<file path="config.mk">
export PLATFORM = sky130hd
export DESIGN_NAME = sjt_fifo
export DESIGN_NICKNAME = d
export VERILOG_FILES = /design/src/hdl/sjt_pkg.sv /design/src/hdl/sjt_fifo.sv
export SDC_FILE = /design/constraint.sdc
export NUM_CORES = 1
export LEC_CHECK = 0
export ABC_AREA = 1
export BUFFER_PORTS_ARGS = -buffer_cell sky130_fd_sc_hd__buf_2
export CORE_MARGIN = 4
export CORE_UTILIZATION = 40
export DETAILED_ROUTE_END_ITERATION = 10
export SYNTH_ARGS = -nofsm -noshare
export SYNTH_HDL_FRONTEND = slang
export SYNTH_SLANG_ARGS = --single-unit
</file>
<file path="constraint.sdc">
create_clock -name aclk -period 2.8 [get_ports aclk]
set_input_delay 0.42 -clock aclk [delete_from_list [all_inputs] [get_ports aclk]]
set_output_delay 0.42 -clock aclk [all_outputs]
set_load 0.1 [all_outputs]
</file>
<file path="src/hdl/sjt_pkg.sv">
package sjt_pkg;

    localparam int TABLE_DEPTH_DEF = 4096;
    localparam int QUEUE_DEPTH_DEF = 4;

    localparam int TABLE_ADDR_W = 12;
    localparam int COUNT_W      = 13;
    localparam int CHAR_W       = 16;
    localparam int BYTE_W       = 8;
    localparam int KIND_W       = 2;

    localparam logic [2:0] OP_WRITE = 3'd0;
    localparam logic [2:0] OP_RAW1  = 3'd1;
    localparam logic [2:0] OP_RAW2  = 3'd2;
    localparam logic [2:0] OP_MAP   = 3'd3;
    localparam logic [2:0] OP_END   = 3'd4;

    localparam logic [KIND_W-1:0] KIND_RAW = 2'd0;
    localparam logic [KIND_W-1:0] KIND_MAP = 2'd1;
    localparam logic [KIND_W-1:0] KIND_END = 2'd2;

    localparam logic REQ_WRITE = 1'b0;
    localparam logic REQ_BYTE  = 1'b1;

    localparam logic [BYTE_W-1:0] LEAD_A_LO   = 8'h81;
    localparam logic [BYTE_W-1:0] LEAD_A_END  = 8'hA0;
    localparam logic [BYTE_W-1:0] LEAD_B_LO   = 8'hE0;
    localparam logic [BYTE_W-1:0] LEAD_B_END  = 8'hFD;
    localparam logic [BYTE_W-1:0] REMAP_LO    = 8'hF0;
    localparam logic [BYTE_W-1:0] REMAP_HI    = 8'hFC;
    localparam logic [BYTE_W-1:0] TRAIL_LO    = 8'h40;
    localparam logic [BYTE_W-1:0] TRAIL_HI    = 8'hFC;
    localparam logic [BYTE_W-1:0] TRAIL_GAP   = 8'h7F;
    localparam logic [BYTE_W-1:0] TRAIL_LO_HI = 8'h41;
    localparam logic [TABLE_ADDR_W-1:0] ROW_STRIDE = 12'd188;

    localparam int APB_ADDR_W = 3;
    localparam logic REG_TABLE_COUNT = 1'b0;

    typedef struct packed {
        logic [2:0]              op;
        logic [CHAR_W-1:0]       val;
        logic [BYTE_W-1:0]       trail;
        logic [TABLE_ADDR_W-1:0] addr;
        logic                    last;
        logic                    any;
    } cmd_t;

endpackage

</file>
<file path="src/hdl/sjt_fifo.sv">
module sjt_fifo import sjt_pkg::*; #(
    parameter int DEPTH = QUEUE_DEPTH_DEF
) (
    input  logic aclk,
    input  logic aresetn,
    input  logic push,
    input  cmd_t push_cmd,
    output logic full,
    input  logic pop,
    output logic pop_valid,
    output cmd_t pop_cmd
);

    localparam int PW = (DEPTH > 1) ? $clog2(DEPTH) : 1;
    localparam int CW = $clog2(DEPTH + 1);

    cmd_t          mem_reg [DEPTH];
    logic [PW-1:0] wptr_reg, wptr_next;
    logic [PW-1:0] rptr_reg, rptr_next;
    logic [CW-1:0] count_reg, count_next;
    logic          do_push;
    logic          do_pop;

    assign full      = count_reg == CW'(DEPTH);
    assign pop_valid = count_reg != '0;
    assign pop_cmd   = mem_reg[rptr_reg];
    assign do_push   = push && !full;
    assign do_pop    = pop && pop_valid;

    always_comb begin
        wptr_next  = wptr_reg;
        rptr_next  = rptr_reg;
        count_next = count_reg;
        if (do_push) begin
            wptr_next = (wptr_reg == PW'(DEPTH - 1)) ? '0 : wptr_reg + 1'b1;
        end
        if (do_pop) begin
            rptr_next = (rptr_reg == PW'(DEPTH - 1)) ? '0 : rptr_reg + 1'b1;
        end
        if (do_push && !do_pop) begin
            count_next = count_reg + 1'b1;
        end else if (do_pop && !do_push) begin
            count_next = count_reg - 1'b1;
        end
    end

    always_ff @(posedge aclk) begin
        if (do_push) begin
            mem_reg[wptr_reg] <= push_cmd;
        end
    end

    always_ff @(posedge aclk) begin
        if (!aresetn) begin
            wptr_reg  <= '0;
            rptr_reg  <= '0;
            count_reg <= '0;
        end else begin
            wptr_reg  <= wptr_next;
            rptr_reg  <= rptr_next;
            count_reg <= count_next;
        end
    end

endmodule

</file>
# Word-level counts from Yosys, hierarchy flattened
# Memories as Yosys holds them, arrays and structs flattened. A register that Yosys moved wholly into a read port is not among the register bits.
# Index checks and enable logic that the tools add are counted.
dict set report totals {
  output_inout_bits 43
  ram_bits 164
  reg_bits 7
  memories 1
}
# name depth width rd rd_clocked_by_memory_dff write_ports line
set mem_list {}
lappend mem_list {mem_reg 4 41 1 1 1 sjt_fifo.sv:17} ;# cmd_t mem_reg [DEPTH];
dict set report op_classes {
  muxes 8
  add_sub_neg 4
  n_eq_ne 3
  reduce_logical 9
}
# operator n
set ops {}
lappend ops {{$mux 2} 4}
lappend ops {{$mux 3} 2}
lappend ops {{$add 2x1->2 const B} 2}
lappend ops {{$eq 2x2->1 const B} 2}
lappend ops {{$logic_and 1x1->1} 4}
lappend ops {{$add 3x1->3 const B} 1}
lappend ops {{$eq 3x3->1 const B} 1}
lappend ops {{$logic_not 1->1} 3}
lappend ops {{$reduce_bool 3->1} 1}
lappend ops {{$sub 3x1->3 const B} 1}
lappend ops {{$mux 1} 2}
lappend ops {{$reduce_bool 2->1} 1}

# Longest topological paths before layout
dict set report depth {
  word_depth 7
  depth_mapped 13
  ltp_nobuf 13
}

# Worst setup path before layout
# Ideal clock, no wire load.
dict set report synth_timing {
  path_kind {reg-to-reg}
  from {register count_reg[1]}
  to {memory mem_reg[0][0] (netlist name) (enable)}
  arrival_time_ns 2.404
  period_less_slack_ns 2.843
  path_slack_ns -0.043
  path_buffers 0
  stages_incl_launch_ff 5
  cell_sequence {dfxtp_1 -> nor2_1 -> nand2_1 -> nand2_1 -> nor2_1}
}
dict set report synth_between {
  elab_chain_len 5
}
# item line
set synth_rtl {}
lappend synth_rtl {{start: declaration} sjt_fifo.sv:20} ;# logic [CW-1:0] count_reg, count_next;
lappend synth_rtl {{start signal: assignment} sjt_fifo.sv:61} ;# count_reg <= count_next;
lappend synth_rtl {{$eq 3x3->1} sjt_fifo.sv:24} ;# assign full = count_reg == CW'(DEPTH);
lappend synth_rtl {{$logic_not 1->1} sjt_fifo.sv:27} ;# assign do_push = push && !full;
lappend synth_rtl {{$logic_and 1x1->1} sjt_fifo.sv:27}
lappend synth_rtl {{$mux 1} sjt_fifo.sv:48} ;# if (do_push) begin
lappend synth_rtl {{$mux 1 (not written as such)} sjt_fifo.sv:49} ;# mem_reg[wptr_reg] <= push_cmd;
lappend synth_rtl {{end: declaration} sjt_fifo.sv:17}
# Every way passes these cells.

==> summary.log <==
[sta] count of endpoints failing hold in the final timing report 0
[job] Max Cap Viol 0
[sta] unrepaired setup endpoints after global routing no
[synth] share of Yosys cell area claimed by the top area cell type 0.750
[global_route] number of global-route vias before repair 4097
[clock_tree] Root Buffer sky130_fd_sc_hd__clkbuf_16
[cells_and_area] area of the multi-input gates 1260 um2
[critical_path] classification of the worst setup path register to output pin
[sta] slew at the pin closest to its max-slew limit 0.621 ns
[synth] prevailing post-synth register cell sky130_fd_sc_hd__edfxtp_1
[floorplanning] die area 18500 um2
[cells_and_area] share of layout cells above drive strength 1 0.227
[global_route] total global routing overflow 0
[hold_path] Worst Min Path Start push_cmd[38]
[floorplanning] number of ports placed on the die boundary 88
[clock_tree] source-to-sink clock delay at the later pin of the worst-skew pair 0.42 ns
[synth] leading post-synthesis cells by cell area sky130_fd_sc_hd__edfxtp_1 75%, sky130_fd_sc_hd__nor2_1 5.7%, sky130_fd_sc_hd__o22ai_1 3.9%
[synth] post-synthesis async set-or-reset flop share 0
[sta] maximum clock frequency 0.398 GHz
[hold_path] WHS Path Cells 1
[critical_path] critical path startpoint category register
[detailed_routing] per-cell via count in the routed design 5.03
[hold_path] Worst Hold End mem_reg[1][38]
[hold_path] worst hold path class input port to register
[floorplanning] DIE WIDTH 136 um
[floorplanning] total core area 16000 um2
[cells_and_area] number of flip-flops under the largest register name 164
[detailed_routing] DRC violation count after routing 0
[critical_path] required time at the worst-slack endpoint 2.38 ns
[global_route] antenna violations before repair 4
[critical_path] CP arrival 2.09 ns
[clock_tree] CTS Buf Count 17
[cells_and_area] nets@finish 611
[critical_path] reg-to-reg setup timing slack 0.62 ns
[critical_path] critical register-to-register path endpoint count_reg[1]
[synth] post-synthesis cell type with the largest combined area sky130_fd_sc_hd__edfxtp_1
[synth] share of synthesized area occupied by flip-flops and latches 0.777
[sta] final clock period utilization by the worst path 0.896
[detailed_routing] via count of the routed design 3972
[sta] number of slew-limit violations in the final report 0
[clock_tree] Post-CTS Setup Repair Bufs 0
[critical_path] startpoint of the most critical register-to-register path count_reg[1]
[sta] Setup Total Neg Slack 0 ns
[cells_and_area] number of filler cells placed in the layout 1398
[detailed_routing] violation count after the first detailed-routing iteration 236
[critical_path] Reg2Reg Depth 9
[cells_and_area] layout overhead on the synthesized area 27.5%
[detailed_routing] number of detailed-routing iterations run before antenna repair 5
[global_route] first-pass GRT wire length 21.3 mm
[floorplanning] number of core rows 46
[global_route] Total Routing Usage GR 0.153
[critical_path] critical path fanouts, max 33
[global_route] pin count of the biggest net entering global routing 42
[clock_tree] maximum count of clock buffers along a single path 2
[clock_tree] Max H-tree Level 4
[cells_and_area] total area of sequential cells 5110 um2
[detailed_routing] number of routed nets with antenna violations 0
[clock_tree] hold_buf cts 0
[clock_tree] clock transition at the registers of the reported paths 0.06 ns
[synth] Post-Syn Nets 519
[placed_design] Port Buf Inserts 87
[floorplanning] starting utilization of the core area 0.410
[sta] Post-Route Hold Slack 0.214 ns
[synth] synth warn 0
[placed_design] total placed instance area 7880 um2
[placed_design] half-perimeter wire length after detailed placement 8.11 mm
[clock_tree] CTS resizes 0
[critical_path] kind of end point of the critical path output pin
[detailed_routing] Total Routed Length 13.4 mm
[floorplanning] Die Span Y 136 um
[synth] netlist area before placement 6570 um2
[cells_and_area] area of all placed cells without fillers 8370 um2
[synth] Synth Register Bits 173
[clock_tree] count of clock tree sinks 173
[sta] time the worst path needs with I/O delays and setup 2.51 ns
[synth] average instance area after synthesis 14.1 um2
[synth] number of distinct library cells after synthesis 18
[sta] worst rel slew slack 0.586
[sta] final setup violating endpoints 0
[detailed_routing] wire length per cell 17.0 um
[sta] maximum clock skew at final layout 0.00533 ns
[clock_tree] CTS tree built
[placed_design] global placement routability congestion 0.741
[cells_and_area] core occupancy in the finished layout 0.523
[synth] synthesized netlist cell count 467
[synth] EDFF count, synth 164
[run_status] result of the run finished, final reports clean
## worst max-delay path by stage
| stage | from | endpoint | slack, ns | cells after the start |
|---|---|---|---|---|
| global route | register | pop_cmd[38] | 0.11 | 5 |
| detailed placement | register | pop_cmd[38] | 0.60 | 5 |
| global placement | register | pop_cmd[7] | 0.65 | 5 |
| floorplan | count_reg[1] | mem_reg[0][0] | -0.04 | 4 |
| finish | register | pop_cmd[7] | 0.29 | 4 |
| CTS | register | pop_cmd[7] | 0.13 | 5 |
## Yosys cell counts (2+ instances only)
cell,number
sky130_fd_sc_hd__edfxtp_1,164
sky130_fd_sc_hd__nor2_1,99
sky130_fd_sc_hd__o21ai_1,47
sky130_fd_sc_hd__o22ai_1,41
sky130_fd_sc_hd__o21ai_0,37
sky130_fd_sc_hd__buf_2,16
sky130_fd_sc_hd__inv_1,16
sky130_fd_sc_hd__nand2_1,15
sky130_fd_sc_hd__dfxtp_1,9
sky130_fd_sc_hd__ha_1,6
sky130_fd_sc_hd__buf_6,5
sky130_fd_sc_hd__buf_4,4
sky130_fd_sc_hd__a21oi_1,2
sky130_fd_sc_hd__inv_2,2
## cell type report
cell class	count	share of cell area
timing repair buffer	98	0.140
antenna	1	0.000299
clock buffer	21	0.0526
clock inverter	11	0.00628
sequential	173	0.610
tap	216	0.0323
inverter	18	0.00837
multi-input combinational	251	0.150
## layer usage
metal	share of wire	vias to the layer above	GRT usage
met4	0.017	6	0.0549
met1	0.43	1925	0.185
met3	0.059	23	0.0489
li1	-	1909	-
met2	0.50	109	0.259
met5	0.0034	-	0
## placed cells by master, fill, tap and decap left out, types with 7 or more instances in the layout
cell type and instances:
sky130_fd_sc_hd__edfxtp_1 164, sky130_fd_sc_hd__nor2_1 95, sky130_fd_sc_hd__o21ai_1 47, sky130_fd_sc_hd__buf_2 47, sky130_fd_sc_hd__buf_12 44, sky130_fd_sc_hd__o22ai_1 41
sky130_fd_sc_hd__o21ai_0 37, sky130_fd_sc_hd__clkbuf_16 17, sky130_fd_sc_hd__inv_1 16, sky130_fd_sc_hd__nand2_1 15, sky130_fd_sc_hd__dfxtp_1 7, sky130_fd_sc_hd__buf_4 7
## logic make-up after synthesis
logic type / count (synthesis) / share of synthesized area
AND/OR/NAND/NOR: 117 / 0.0680
buffers and inverters: 43 / 0.0356
AO/OA/AOI/OAI: 127 / 0.105
flip-flops: 173 / 0.777
adder cells (fa/ha/maj): 7 / 0.0145
## stage by stage
step | worst slack, ns | instances
floorplan | -0.0431 | 467
global placement | 0.650 | 756
detailed placement | 0.603 | 756
CTS | 0.126 | 788
global route | 0.112 | 789
finish | 0.290 | 789
## worst max-delay path: stages, from the launching register on
cell                      delay, ns
sky130_fd_sc_hd__dfxtp_4       0.57
sky130_fd_sc_hd__buf_4         0.40
sky130_fd_sc_hd__o21ai_1       0.13
sky130_fd_sc_hd__o22ai_1       0.32
sky130_fd_sc_hd__buf_12        0.22
Power is not shown: default switching activity piles up to over one toggle a cycle in this logic, so the estimate is an artifact.
