### src/hdl/sjt_pkg.sv
package sjt_pkg;

    localparam int TABLE_DEPTH_DEF = 4096;
    localparam int QUEUE_DEPTH_DEF = 4;

    localparam int TABLE_ADDR_W = 12;
    localparam int COUNT_W      = 13;
    localparam int CHAR_W       = 16;
    localparam int BYTE_W       = 8;
    localparam int KIND_W       = 2;

    localparam logic [2:0] OP_WRITE = 3'd0;
    localparam logic [2:0] OP_RAW1  = 3'd1;
    localparam logic [2:0] OP_RAW2  = 3'd2;
    localparam logic [2:0] OP_MAP   = 3'd3;
    localparam logic [2:0] OP_END   = 3'd4;

    localparam logic [KIND_W-1:0] KIND_RAW = 2'd0;
    localparam logic [KIND_W-1:0] KIND_MAP = 2'd1;
    localparam logic [KIND_W-1:0] KIND_END = 2'd2;

    localparam logic REQ_WRITE = 1'b0;
    localparam logic REQ_BYTE  = 1'b1;

    localparam logic [BYTE_W-1:0] LEAD_A_LO   = 8'h81;
    localparam logic [BYTE_W-1:0] LEAD_A_END  = 8'hA0;
    localparam logic [BYTE_W-1:0] LEAD_B_LO   = 8'hE0;
    localparam logic [BYTE_W-1:0] LEAD_B_END  = 8'hFD;
    localparam logic [BYTE_W-1:0] REMAP_LO    = 8'hF0;
    localparam logic [BYTE_W-1:0] REMAP_HI    = 8'hFC;
    localparam logic [BYTE_W-1:0] TRAIL_LO    = 8'h40;
    localparam logic [BYTE_W-1:0] TRAIL_HI    = 8'hFC;
    localparam logic [BYTE_W-1:0] TRAIL_GAP   = 8'h7F;
    localparam logic [BYTE_W-1:0] TRAIL_LO_HI = 8'h41;
    localparam logic [TABLE_ADDR_W-1:0] ROW_STRIDE = 12'd188;

    localparam int APB_ADDR_W = 3;
    localparam logic REG_TABLE_COUNT = 1'b0;

    typedef struct packed {
        logic [2:0]              op;
        logic [CHAR_W-1:0]       val;
        logic [BYTE_W-1:0]       trail;
        logic [TABLE_ADDR_W-1:0] addr;
        logic                    last;
        logic                    any;
    } cmd_t;

endpackage

### src/hdl/sjt_front.sv
module sjt_front import sjt_pkg::*; #(
    parameter int TABLE_DEPTH = TABLE_DEPTH_DEF
) (
    input  logic                    aclk,
    input  logic                    aresetn,
    input  logic                    s_valid,
    output logic                    s_ready,
    input  logic                    s_req_type,
    input  logic [BYTE_W-1:0]       s_data_byte,
    input  logic                    s_last_byte,
    input  logic                    s_zero_ends,
    input  logic [TABLE_ADDR_W-1:0] s_table_addr,
    input  logic [CHAR_W-1:0]       s_table_char,
    input  logic [COUNT_W-1:0]      table_count,
    input  logic                    q_full,
    output logic                    push_valid,
    output cmd_t                    push_cmd
);

    logic [BYTE_W-1:0] held_lead_reg, held_lead_next;
    logic              lead_pending_reg, lead_pending_next;
    logic              mapped_seen_reg, mapped_seen_next;
    logic              skipping_reg, skipping_next;

    logic                    accept;
    logic                    is_lead;
    logic                    pair_ok;
    logic                    map_ok;
    logic [BYTE_W-1:0]       trail_off;
    logic [TABLE_ADDR_W-1:0] pair_idx;

    assign s_ready = !q_full;
    assign accept  = s_valid && s_ready;

    assign is_lead = (s_data_byte >= LEAD_A_LO && s_data_byte < LEAD_A_END)
                  || (s_data_byte >= LEAD_B_LO && s_data_byte < LEAD_B_END);

    assign pair_ok = held_lead_reg >= REMAP_LO && held_lead_reg <= REMAP_HI
                  && s_data_byte >= TRAIL_LO && s_data_byte <= TRAIL_HI
                  && s_data_byte != TRAIL_GAP;

    assign trail_off = (s_data_byte < TRAIL_GAP) ? s_data_byte - TRAIL_LO
                                                 : s_data_byte - TRAIL_LO_HI;
    assign pair_idx  = TABLE_ADDR_W'(held_lead_reg[3:0]) * ROW_STRIDE
                     + TABLE_ADDR_W'(trail_off);
    assign map_ok    = pair_ok && ({1'b0, pair_idx} < table_count);

    always_comb begin
        logic mapped_now;
        mapped_now        = mapped_seen_reg;
        held_lead_next    = held_lead_reg;
        lead_pending_next = lead_pending_reg;
        mapped_seen_next  = mapped_seen_reg;
        skipping_next     = skipping_reg;
        push_valid        = 1'b0;
        push_cmd          = '0;
        if (accept) begin
            if (s_req_type == REQ_WRITE) begin
                push_cmd.op   = OP_WRITE;
                push_cmd.val  = s_table_char;
                push_cmd.addr = s_table_addr;
                push_valid    = 32'(s_table_addr) < TABLE_DEPTH;
            end else if (skipping_reg) begin
                if (s_last_byte) begin
                    skipping_next = 1'b0;
                end
            end else if (s_data_byte == '0 && s_zero_ends) begin
                push_valid        = 1'b1;
                push_cmd.op       = OP_END;
                push_cmd.last     = 1'b1;
                push_cmd.any      = mapped_seen_reg;
                held_lead_next    = '0;
                lead_pending_next = 1'b0;
                mapped_seen_next  = 1'b0;
                skipping_next     = !s_last_byte;
            end else if (lead_pending_reg) begin
                push_valid        = 1'b1;
                lead_pending_next = 1'b0;
                held_lead_next    = '0;
                push_cmd.val      = {8'h00, held_lead_reg};
                push_cmd.trail    = s_data_byte;
                push_cmd.addr     = pair_idx;
                if (map_ok) begin
                    push_cmd.op = OP_MAP;
                    mapped_now  = 1'b1;
                end else begin
                    push_cmd.op = OP_RAW2;
                end
                push_cmd.last    = s_last_byte;
                push_cmd.any     = s_last_byte && mapped_now;
                mapped_seen_next = !s_last_byte && mapped_now;
            end else if (is_lead && !s_last_byte) begin
                held_lead_next    = s_data_byte;
                lead_pending_next = 1'b1;
            end else begin
                push_valid       = 1'b1;
                push_cmd.op      = OP_RAW1;
                push_cmd.val     = {8'h00, s_data_byte};
                push_cmd.last    = s_last_byte;
                push_cmd.any     = s_last_byte && mapped_seen_reg;
                mapped_seen_next = !s_last_byte && mapped_seen_reg;
            end
        end
    end

    always_ff @(posedge aclk) begin
        if (!aresetn) begin
            held_lead_reg    <= '0;
            lead_pending_reg <= 1'b0;
            mapped_seen_reg  <= 1'b0;
            skipping_reg     <= 1'b0;
        end else begin
            held_lead_reg    <= held_lead_next;
            lead_pending_reg <= lead_pending_next;
            mapped_seen_reg  <= mapped_seen_next;
            skipping_reg     <= skipping_next;
        end
    end

endmodule

### config.mk
export PLATFORM = sky130hd
export DESIGN_NAME = sjt_front
export DESIGN_NICKNAME = d
export VERILOG_FILES = /design/src/hdl/sjt_pkg.sv /design/src/hdl/sjt_front.sv
export SDC_FILE = /design/constraint.sdc
export NUM_CORES = 1
export LEC_CHECK = 0
export BUFFER_PORTS_ARGS = -buffer_cell sky130_fd_sc_hd__buf_2
export CAP_MARGIN = 10
export CORE_MARGIN = 2
export CORE_UTILIZATION = 46
export CTS_CLUSTER_SIZE = 25
export DETAILED_ROUTE_END_ITERATION = 12
export HOLD_SLACK_MARGIN = 0.1
export MAX_ROUTING_LAYER = met4
export PLACE_DENSITY = 0.88
export SLEW_MARGIN = 20
export SYNTH_ARGS = -nofsm -noshare
export SYNTH_HDL_FRONTEND = slang
export SYNTH_SLANG_ARGS = --single-unit
### constraint.sdc
create_clock -name aclk -period 5.65 [get_ports aclk]
set_clock_uncertainty 0.15 [all_clocks]
set_input_delay 0.8475 -clock aclk [delete_from_list [all_inputs] [get_ports aclk]]
set_output_delay 0.8475 -clock aclk [all_outputs]
set_load 0.1 [all_outputs]
[Word level (Yosys, flattened, before mapping)]
Index checks and enable logic that the tools add are counted.
Operators by class
  $add $sub $neg: 3
  multipliers: 1
  $lt $le $gt $ge: 10
  eq/ne operators: 2
  muxes and demuxes: 40
  bitwise operators: 1
  reduce and logical (&&, ||, !) cells: 23
Operators with widths (count)
  two-way mux 41 bit: 2
  two-way mux 8 bit: 5
  two-way mux 19 bit: 2
  two-way mux 36 bit: 1
  greater-or-equal comparator 8 bit, second input constant: 3
  two-way mux 1 bit: 22
  two-way mux 20 bit: 1
  two-way mux 17 bit: 1
  less-or-equal comparator 8 bit, second input constant: 2
  < comparator 8 bit, second input constant: 2
  subtractor 8 x 7 -> 8 bit, second input constant: 2
  logical AND 1 bit: 14
  < comparator 12 x 13 -> 1 bit: 1
  adder 12 x 8 -> 12 bit: 1
  two-way mux 12 bit: 1
  multiplier 4 x 6 -> 10 bit, second input constant: 1
  greater-or-equal comparator 8 x 7 -> 1 bit, second input constant: 1
  zero test 8 bit: 1
  < comparator 8 x 7 -> 1 bit, second input constant: 1
  two-way mux 2 bit: 4
  inequality test 8 x 7 -> 1 bit, second input constant: 1
  AND reduction 4 bit: 2
  two-way mux 3 bit: 1
  inequality test 3 bit, second input constant: 1
  other kinds (6): 7
Word-level totals
  bits in registers: 11
  input bits: 56
  output and inout bits: 43
  word-level logic and storage cells: 84

[Longest topological paths before layout]
Gate-level depths: netlist (run 1).
  word-level depth: 18
  gate-level depth with buffers: 21
  depth with buffers taken out: 20

[Least setup slack after synthesis (run 1)]
No wires, ideal clock.
  path kind: in2out
  start point: input s_data_byte[7]
  end point: output push_cmd[0] in the netlist's numbering
  arrival: 6.664 ns
  data required time: 4.653 ns
  setup slack: -2.012 ns
  stages: 21
  path buffers: 1
  cells stage by stage: clkbuf_1 > inv_1 > ha_1 > nand2_1 > o21ai_1 > nand2_1 > xnor2_1 > ha_1 > inv_1 > fa_1 > nor2b_1 > o31a_1 > o21ai_0 > a221oi_2 > xnor2_1 > ha_1 > a21o_1 > a21oi_1 > o211ai_1 > a211o_1 > o31ai_1
RTL lines
  start: declaration: RTL line sjt_front.sv:9  | input logic [BYTE_W-1:0] s_data_byte,
  end: declaration: RTL line sjt_front.sv:17  | output cmd_t push_cmd

==> parameters.txt, run 1 <==
Parameter                              Value

Drt
  Routed wl met2    4.11 mm
  Final routed DRC violation total    0
  Number of design-rule violations left by the first detailed-router iteration    232
  Met3 wirelength from detailed routing    525 um
  Detail Route Antenna Nets    0
  Routed length per placed instance    15.1 um
  Met1 Routed Length    3.06 mm
  Wirelength, routed    7.85 mm
  Highest routed metal layer    met4
  Via count    3007
  Detailed-route vias per instance    5.78
  Iteration count of the initial detailed-routing pass    5

Finish
  Layout cell share with drive strength beyond 1    37.6%
  Area grow syn2layout    37.6%
  Ant. Diodes    0
  Number of flip-flops in the largest register    8
  Fill cells    427
  Count of placed standard cells in the final layout, fillers left out    520
  Net count reported at finish    553

Critical path
  Bufs and invs on worst path    4
  Category of cells accounting for the largest share of critical-path delay    adder cells
  Cell mode on critical path    fa_1
  Worst stage delay on the critical path    530 ps
  Worst endpoint required time    4650 ps
  Arrival @ worst endpoint    4890 ps
  Critical path peak fanout    3
  Crit-path slowest cell    fa_1
  CP Launch Type    flop
  WS Path Type    flop to primary output
  Worst path cell trace    fa_1 -> fa_1 -> inv_1 -> fa_2 -> inv_2 -> ha_4 -> o21a_1 -> o31a_1 -> o21ai_2 -> a221oi_2 -> xnor2_1 -> ha_1 -> a21o_1 -> a21oi_2 -> o211ai_1 -> a211o_1 -> buf_6 -> a21oi_4 -> buf_12
  Critical path capture point type    primary output

Die
  Starting utilization of the core area    48.3%
  Standard-cell rows    26
  I/O pin count    99
  Vertical die dimension    78.0 um
  Die X-Extent    78.0 um
  CORE AREA    0.00520 mm^2
  Die area    0.00608 mm^2

Global routing
  Initial antenna violation count    0
  Overall routing resource usage    25.7%
  Gr ovfl total    0
  Number of global-route vias before repair    2818
  Maximum number of pins on one net before global-route repair    29
  First-pass GRT wire length    12.8 mm

Synth
  Total of flip-flops plus latches after synthesis    11
  Number of instances in the synthesized netlist    326
  Async set or reset register ratio after synthesis    0%
  Sequential share of the synthesized area    8.75%
  Dominant register cell in the synthesized netlist    dfxtp_1
  Number of synthesized flops with an enable pin    0
  Net count after synthesis    428
  Area of the mapped netlist    0.00252 mm^2
  Distinct cell type count of the synthesized netlist    60
  Avg Cell Area, Syn    7.72 um^2
  Number of warnings issued by yosys    0

Clock tree
  Number of buffers inserted during clock tree synthesis    3
  Clock tree from TritonCTS    built
  Clock latency at the later pin of the worst-skew pair    240 ps
  CTS Buffer Depth    2
  Clock input transition at the sequential cells of the worst setup and hold paths    50 ps
  Cell chosen for the clock root    clkbuf_8
  Max H-tree Level    1
  Count of hold-fix buffers inserted at cts    0
  Clk sinks    11

STA
  Final setup margin    -240 ps
  Final period util    104%
  Unrepaired setup endpoints after global routing    true
  Hold Slack    349 ps
  Final hold viol count    0
  Upper clock frequency limit    170 MHz
  Transition time at the pin with the least slew margin    970 ps
  # setup viols final    2
  Time the final worst path needs with I/O delays and setup    5890 ps
  Sum of negative setup slack    -460 ps
  Max Slew Vio Count    0
  Max_slew headroom    35.2%

Power and ir drop
  Power spent charging and discharging nets    158 uW
  Worst VDD drop    141 uV
  Reg power frac    22.5%
  Switching fraction of total power    45.0%
  Tot Pwr    350 uW
  Clk network pwr share    22.2%
  Cell leakage power    1.90 nW
  Internal power    193 uW
  Combinational share of power    55.3%
  PwrDens    101 mW/mm^2

Run status
  Run status    finished, violations left
  Violations in the final reports    setup timing

Hold path
  Class of the worst hold path    flop to flop

Place
  Post-placement setup slack    -76.9 ps
  Number of placed cells counting well taps    509
  Number of port buffers    98
  Detail Placement HPWL    6.22 mm
  Final GP Congestion    0.941

Job
  Maximum capacitance violations    0
repair_timing:
| action | in CTS | in global routing |
|---|---|---|
| pin swaps | 8 | 9 |
| gates resized for setup | 4 | 3 |
| cloned | 0 | 0 |
| buffers inserted | 4 | 3 |
| setup endpoints to repair | 2 | 2 |
cell usage after synthesis (all sizes together) (3+ instances only):
cell     instances  area [um^2]
inv             47          176
nand2b           5         31.3
o21a             3         23.8
a21oi           14         70.1
o211ai           3         22.5
xnor2           12          105
o21ai           14         70.1
nand4            9         56.3
a22o            19          166
nor2b            6         37.5
a211o            3         27.5
fa               5          100
nand3            7         35.0
and3             4         31.3
a2111oi          3         26.3
nor3             9         50.1
and2            12         75.1
nor2            22         90.1
a21o             8         60.1
buf              7         53.8
a211oi           5         37.5
a222oi           8         80.1
nand2           16         62.6
ha              41          513
dfxtp           11          220
clkbuf           4         15.0
through the flow:
stage | instance area (um^2) | utilization (%)
after floorplan | 2630 | -
after global placement | 3330 | 64.1
after detailed placement | 3330 | 64.1
after CTS | 3430 | 65.9
after global routing | 3460 | 66.5
final | 3460 | 66.5
worst min-delay path, stage by stage (launching register included):
cell and delay [ps]:
dfxtp_1 310, nand3_1 60, o21ai_0 80
cells by family (layout without fill, tap and decap cells):
kind of cell             after synthesis  count (layout)  synth area share, %
AO/OA/AOI/OAI                         96              96                 29.1
XOR/XNOR                              14              14                 4.87
adder cells (fa/ha/maj)               46              46                 24.4
buffers and inverters                 58             182                 9.75
flip-flops                            11              11                 8.75
AND/OR/NAND/NOR                      101             101                 23.2
final timing paths:
| path | slack, ps | end | depth (start not counted) | startpoint |
|---|---|---|---|---|
| worst max-delay path | -240 | push_cmd[38] | 19 | held_lead_reg[1] |
| worst min register to register | 350 | mapped_seen_reg | 2 | mapped_seen_reg |
| worst min-delay path | 350 | mapped_seen_reg | 2 | mapped_seen_reg |
| worst max register to register | 930 | mapped_seen_reg | 18 | held_lead_reg[1] |
power groups by stage:
stage | combinational, mW | sequential [mW] | clock, mW
after floorplan | 0.134 | 0.0803 | 0
final | 0.194 | 0.0788 | 0.0778
after global placement | 0.184 | 0.0802 | 0
after CTS | 0.190 | 0.0788 | 0.0782
after detailed placement | 0.187 | 0.0803 | 0
after global routing | 0.209 | 0.0787 | 0.0819
metal layers:
layer | GRT usage (%) | vias to the layer above
li1 | - | 1447
met2 | 47.5 | 145
met3 | 2.09 | 21
met5 | - | -
met1 | 30.1 | 1394
met4 | 6.14 | 0
placed cells by master, fill, tap and decap left out, types with 4 or more instances in the layout:
cell / count
nor3_1: 8
nor2_1: 19
inv_1: 44
a21oi_1: 12
xnor2_1: 12
dfxtp_1: 8
buf_4: 32
a222oi_1: 8
nand4_1: 9
ha_1: 38
buf_2: 96
o21ai_0: 9
a22o_1: 19
a211oi_1: 4
and2_1: 12
nand2_1: 14
a21o_1: 8
nor2b_1: 6
nand3_1: 7
nand2b_1: 5
area by class of cell:
cell class | count | area (um^2) | share of cell area, %
inverters | 47 | 181 | 5.24
multi-input cells | 257 | 2150 | 62.2
well taps | 70 | 87.6 | 2.53
flip-flops and latches | 11 | 224 | 6.47
clock buffers | 4 | 45.0 | 1.30
repair buffers | 131 | 772 | 22.3
Note: power is estimated with default switching activity, not from simulation.
==> run 2, diff against run 1 <==
--- a/config.mk
+++ b/config.mk
@@ -10,3 +10,3 @@
 export CORE_MARGIN = 2
-export CORE_UTILIZATION = 46
+export CORE_UTILIZATION = 30
 export CTS_CLUSTER_SIZE = 25
@@ -15,3 +15,3 @@
 export MAX_ROUTING_LAYER = met4
-export PLACE_DENSITY = 0.88
+export PLACE_DENSITY = 0.65
 export SLEW_MARGIN = 20
--- a/constraint.sdc
+++ b/constraint.sdc
@@ -4,2 +4,2 @@
 set_output_delay 0.8475 -clock aclk [all_outputs]
-set_load 0.1 [all_outputs]
+set_load 0.01 [all_outputs]
==> run 2 against run 1 <==
Effect of this change: the flow still finishes with violations (setup timing); cell area fell by 1.4%; register-to-register slack better by 200 ps; flip-flop and latch count unchanged; total power is 16% lower; sequential share of layout area about the same; final cell count up 6.5%; largest cell class unchanged; largest power group unchanged.
==> parameters.txt, run 2 (synthesized netlist as in run 1, its figures left out) <==
Parameter                              Value

Clock tree
  Number of buffers inserted during clock tree synthesis    3
  Clock input transition at the sequential cells of the worst setup and hold paths    50 ps
  Clk sinks    11
  Cell chosen for the clock root    clkbuf_8
  Max H-tree Level    1
  Count of hold-fix buffers inserted at cts    0
  Clock latency at the later pin of the worst-skew pair    230 ps
  CTS Buffer Depth    2
  Clock tree from TritonCTS    built

Critical path
  CP Launch Type    flop
  WS Path Type    flop to primary output
  Category of cells accounting for the largest share of critical-path delay    adder cells
  Bufs and invs on worst path    2
  Worst stage delay on the critical path    580 ps
  Crit-path slowest cell    fa_1
  Critical path peak fanout    3
  Critical path capture point type    primary output
  Cell mode on critical path    ha_1
  Worst endpoint required time    4650 ps
  Worst path cell trace    fa_1 -> fa_1 -> ha_1 -> a21o_1 -> a211oi_2 -> a21oi_2 -> ha_1 -> buf_4 -> o21ai_2 -> a221oi_2 -> xnor2_1 -> ha_1 -> a21o_1 -> a21oi_2 -> o211ai_1 -> a211o_1 -> o31ai_2 -> buf_2
  Arrival @ worst endpoint    4700 ps

Finish
  Ant. Diodes    0
  Most frequent cells in the layout    buf_2 (98), inv_1 (45), ha_1 (40)
  Post-Route Utilization    41.8%
  Number of flip-flops in the largest register    8
  Area grow syn2layout    35.7%
  Layout cell share with drive strength beyond 1    36.3%
  Fill cells    860
  Net count reported at finish    552
  Most common cell after layout, fill and taps aside    buf_2

Job
  Maximum capacitance violations    0

STA
  Max Slew Vio Count    0
  Final setup margin    -45.8 ps
  Max_slew headroom    35.2%
  Final hold viol count    0
  Hold Slack    332 ps
  Time the final worst path needs with I/O delays and setup    5700 ps
  Upper clock frequency limit    176 MHz
  Final period util    101%
  # setup viols final    2
  Unrepaired setup endpoints after global routing    true
  Transition time at the pin with the least slew margin    971 ps

Power and ir drop
  Cell leakage power    1.87 nW
  Worst VDD drop    73.0 uV
  PwrDens    86.3 mW/mm^2

Die
  CORE AREA    0.00818 mm^2
  I/O pin count    99
  Starting utilization of the core area    30.8%
  Die area    0.00914 mm^2
  Die X-Extent    95.6 um
  Standard-cell rows    33
  Vertical die dimension    95.6 um

Drt
  Routed length per placed instance    14.0 um
  Iteration count of the initial detailed-routing pass    6
  Detail Route Antenna Nets    0
  Wirelength, routed    7.77 mm
  Final routed DRC violation total    0
  Number of design-rule violations left by the first detailed-router iteration    135
  Via count    2878
  Detailed-route vias per instance    5.19

Global routing
  Overall routing resource usage    16.5%
  First-pass GRT wire length    11.9 mm
  Initial antenna violation count    0
  Maximum number of pins on one net before global-route repair    29
  Gr ovfl total    0
  Number of global-route vias before repair    2593

Run status
  Violations in the final reports    setup timing
  Run status    finished, violations left

Hold path
  Class of the worst hold path    flop to flop

Place
  Number of port buffers    98
  Post-placement setup slack    -73.4 ps
  Detail Placement HPWL    6.40 mm
  Final GP Congestion    0.847
## run 2: routing by layer
| layer | part of all wire (%) | GRT usage, % |
|---|---|---|
| met5 | 0 | - |
| met3 | 5.1 | 1.42 |
| met2 | 52 | 29.8 |
| met1 | 43 | 20.4 |
| met4 | 0.13 | 2.38 |
## run 2: final cells by class
type	count	area [um^2]	share of cell area (%)
flip-flops and latches	11	221	6.49
inverters	47	176	5.17
multi-input cells	257	2110	61.8
well taps	105	131	3.85
clock buffers	4	45.0	1.32
repair buffers	130	731	21.4
## run 2: path summary, 6_finish.rpt
kind / from / endpoint / slack (ps) / depth (start not counted)
min reg2reg: mapped_seen_reg / mapped_seen_reg / 330 / 2
max reg2reg: held_lead_reg[3] / mapped_seen_reg / 1130 / 17
max: held_lead_reg[3] / push_cmd[0] / -50 / 18
min: mapped_seen_reg / mapped_seen_reg / 330 / 2
## run 2: per-stage QoR
| stage | std cells | TNS (ps) | power [mW] | area, um^2 |
|---|---|---|---|---|
| after floorplan | 326 | 0 | 0.154 | 2520 |
| after global placement | 540 | 0 | 0.206 | 3240 |
| after detailed placement | 540 | -78.5 | 0.208 | 3240 |
| after CTS | 551 | -15.1 | 0.295 | 3380 |
| after global routing | 554 | -457 | 0.315 | 3410 |
| final | 554 | -56.2 | 0.295 | 3410 |
## run 2: power by group
group / internal, mW / leakage, nW / switching [mW]
sequential: 0.0782 / 0.0891 / 0.000520
combinational: 0.0638 / 1.76 / 0.0722
clock: 0.0496 / 0.0228 / 0.0304
total: 0.192 / 1.87 / 0.103
## run 2: worst register-to-register path, delay by kind of cell, from the launching register on
family | cells | cell delay, ps
XOR/XNOR | 1 | 140
adder cells (fa/ha/maj) | 5 | 2010
flip-flops | 1 | 320
buffers and inverters | 1 | 120
AO/OA/AOI/OAI | 10 | 1700
## run 2: repair_timing
| item | 4_1_cts | 5_1_grt |
|---|---|---|
| cloned | 0 | 0 |
| buffers inserted | 7 | 3 |
| gates resized for setup | 13 | 1 |
| pin swaps | 22 | 0 |
| setup endpoints to repair | 2 | 2 |
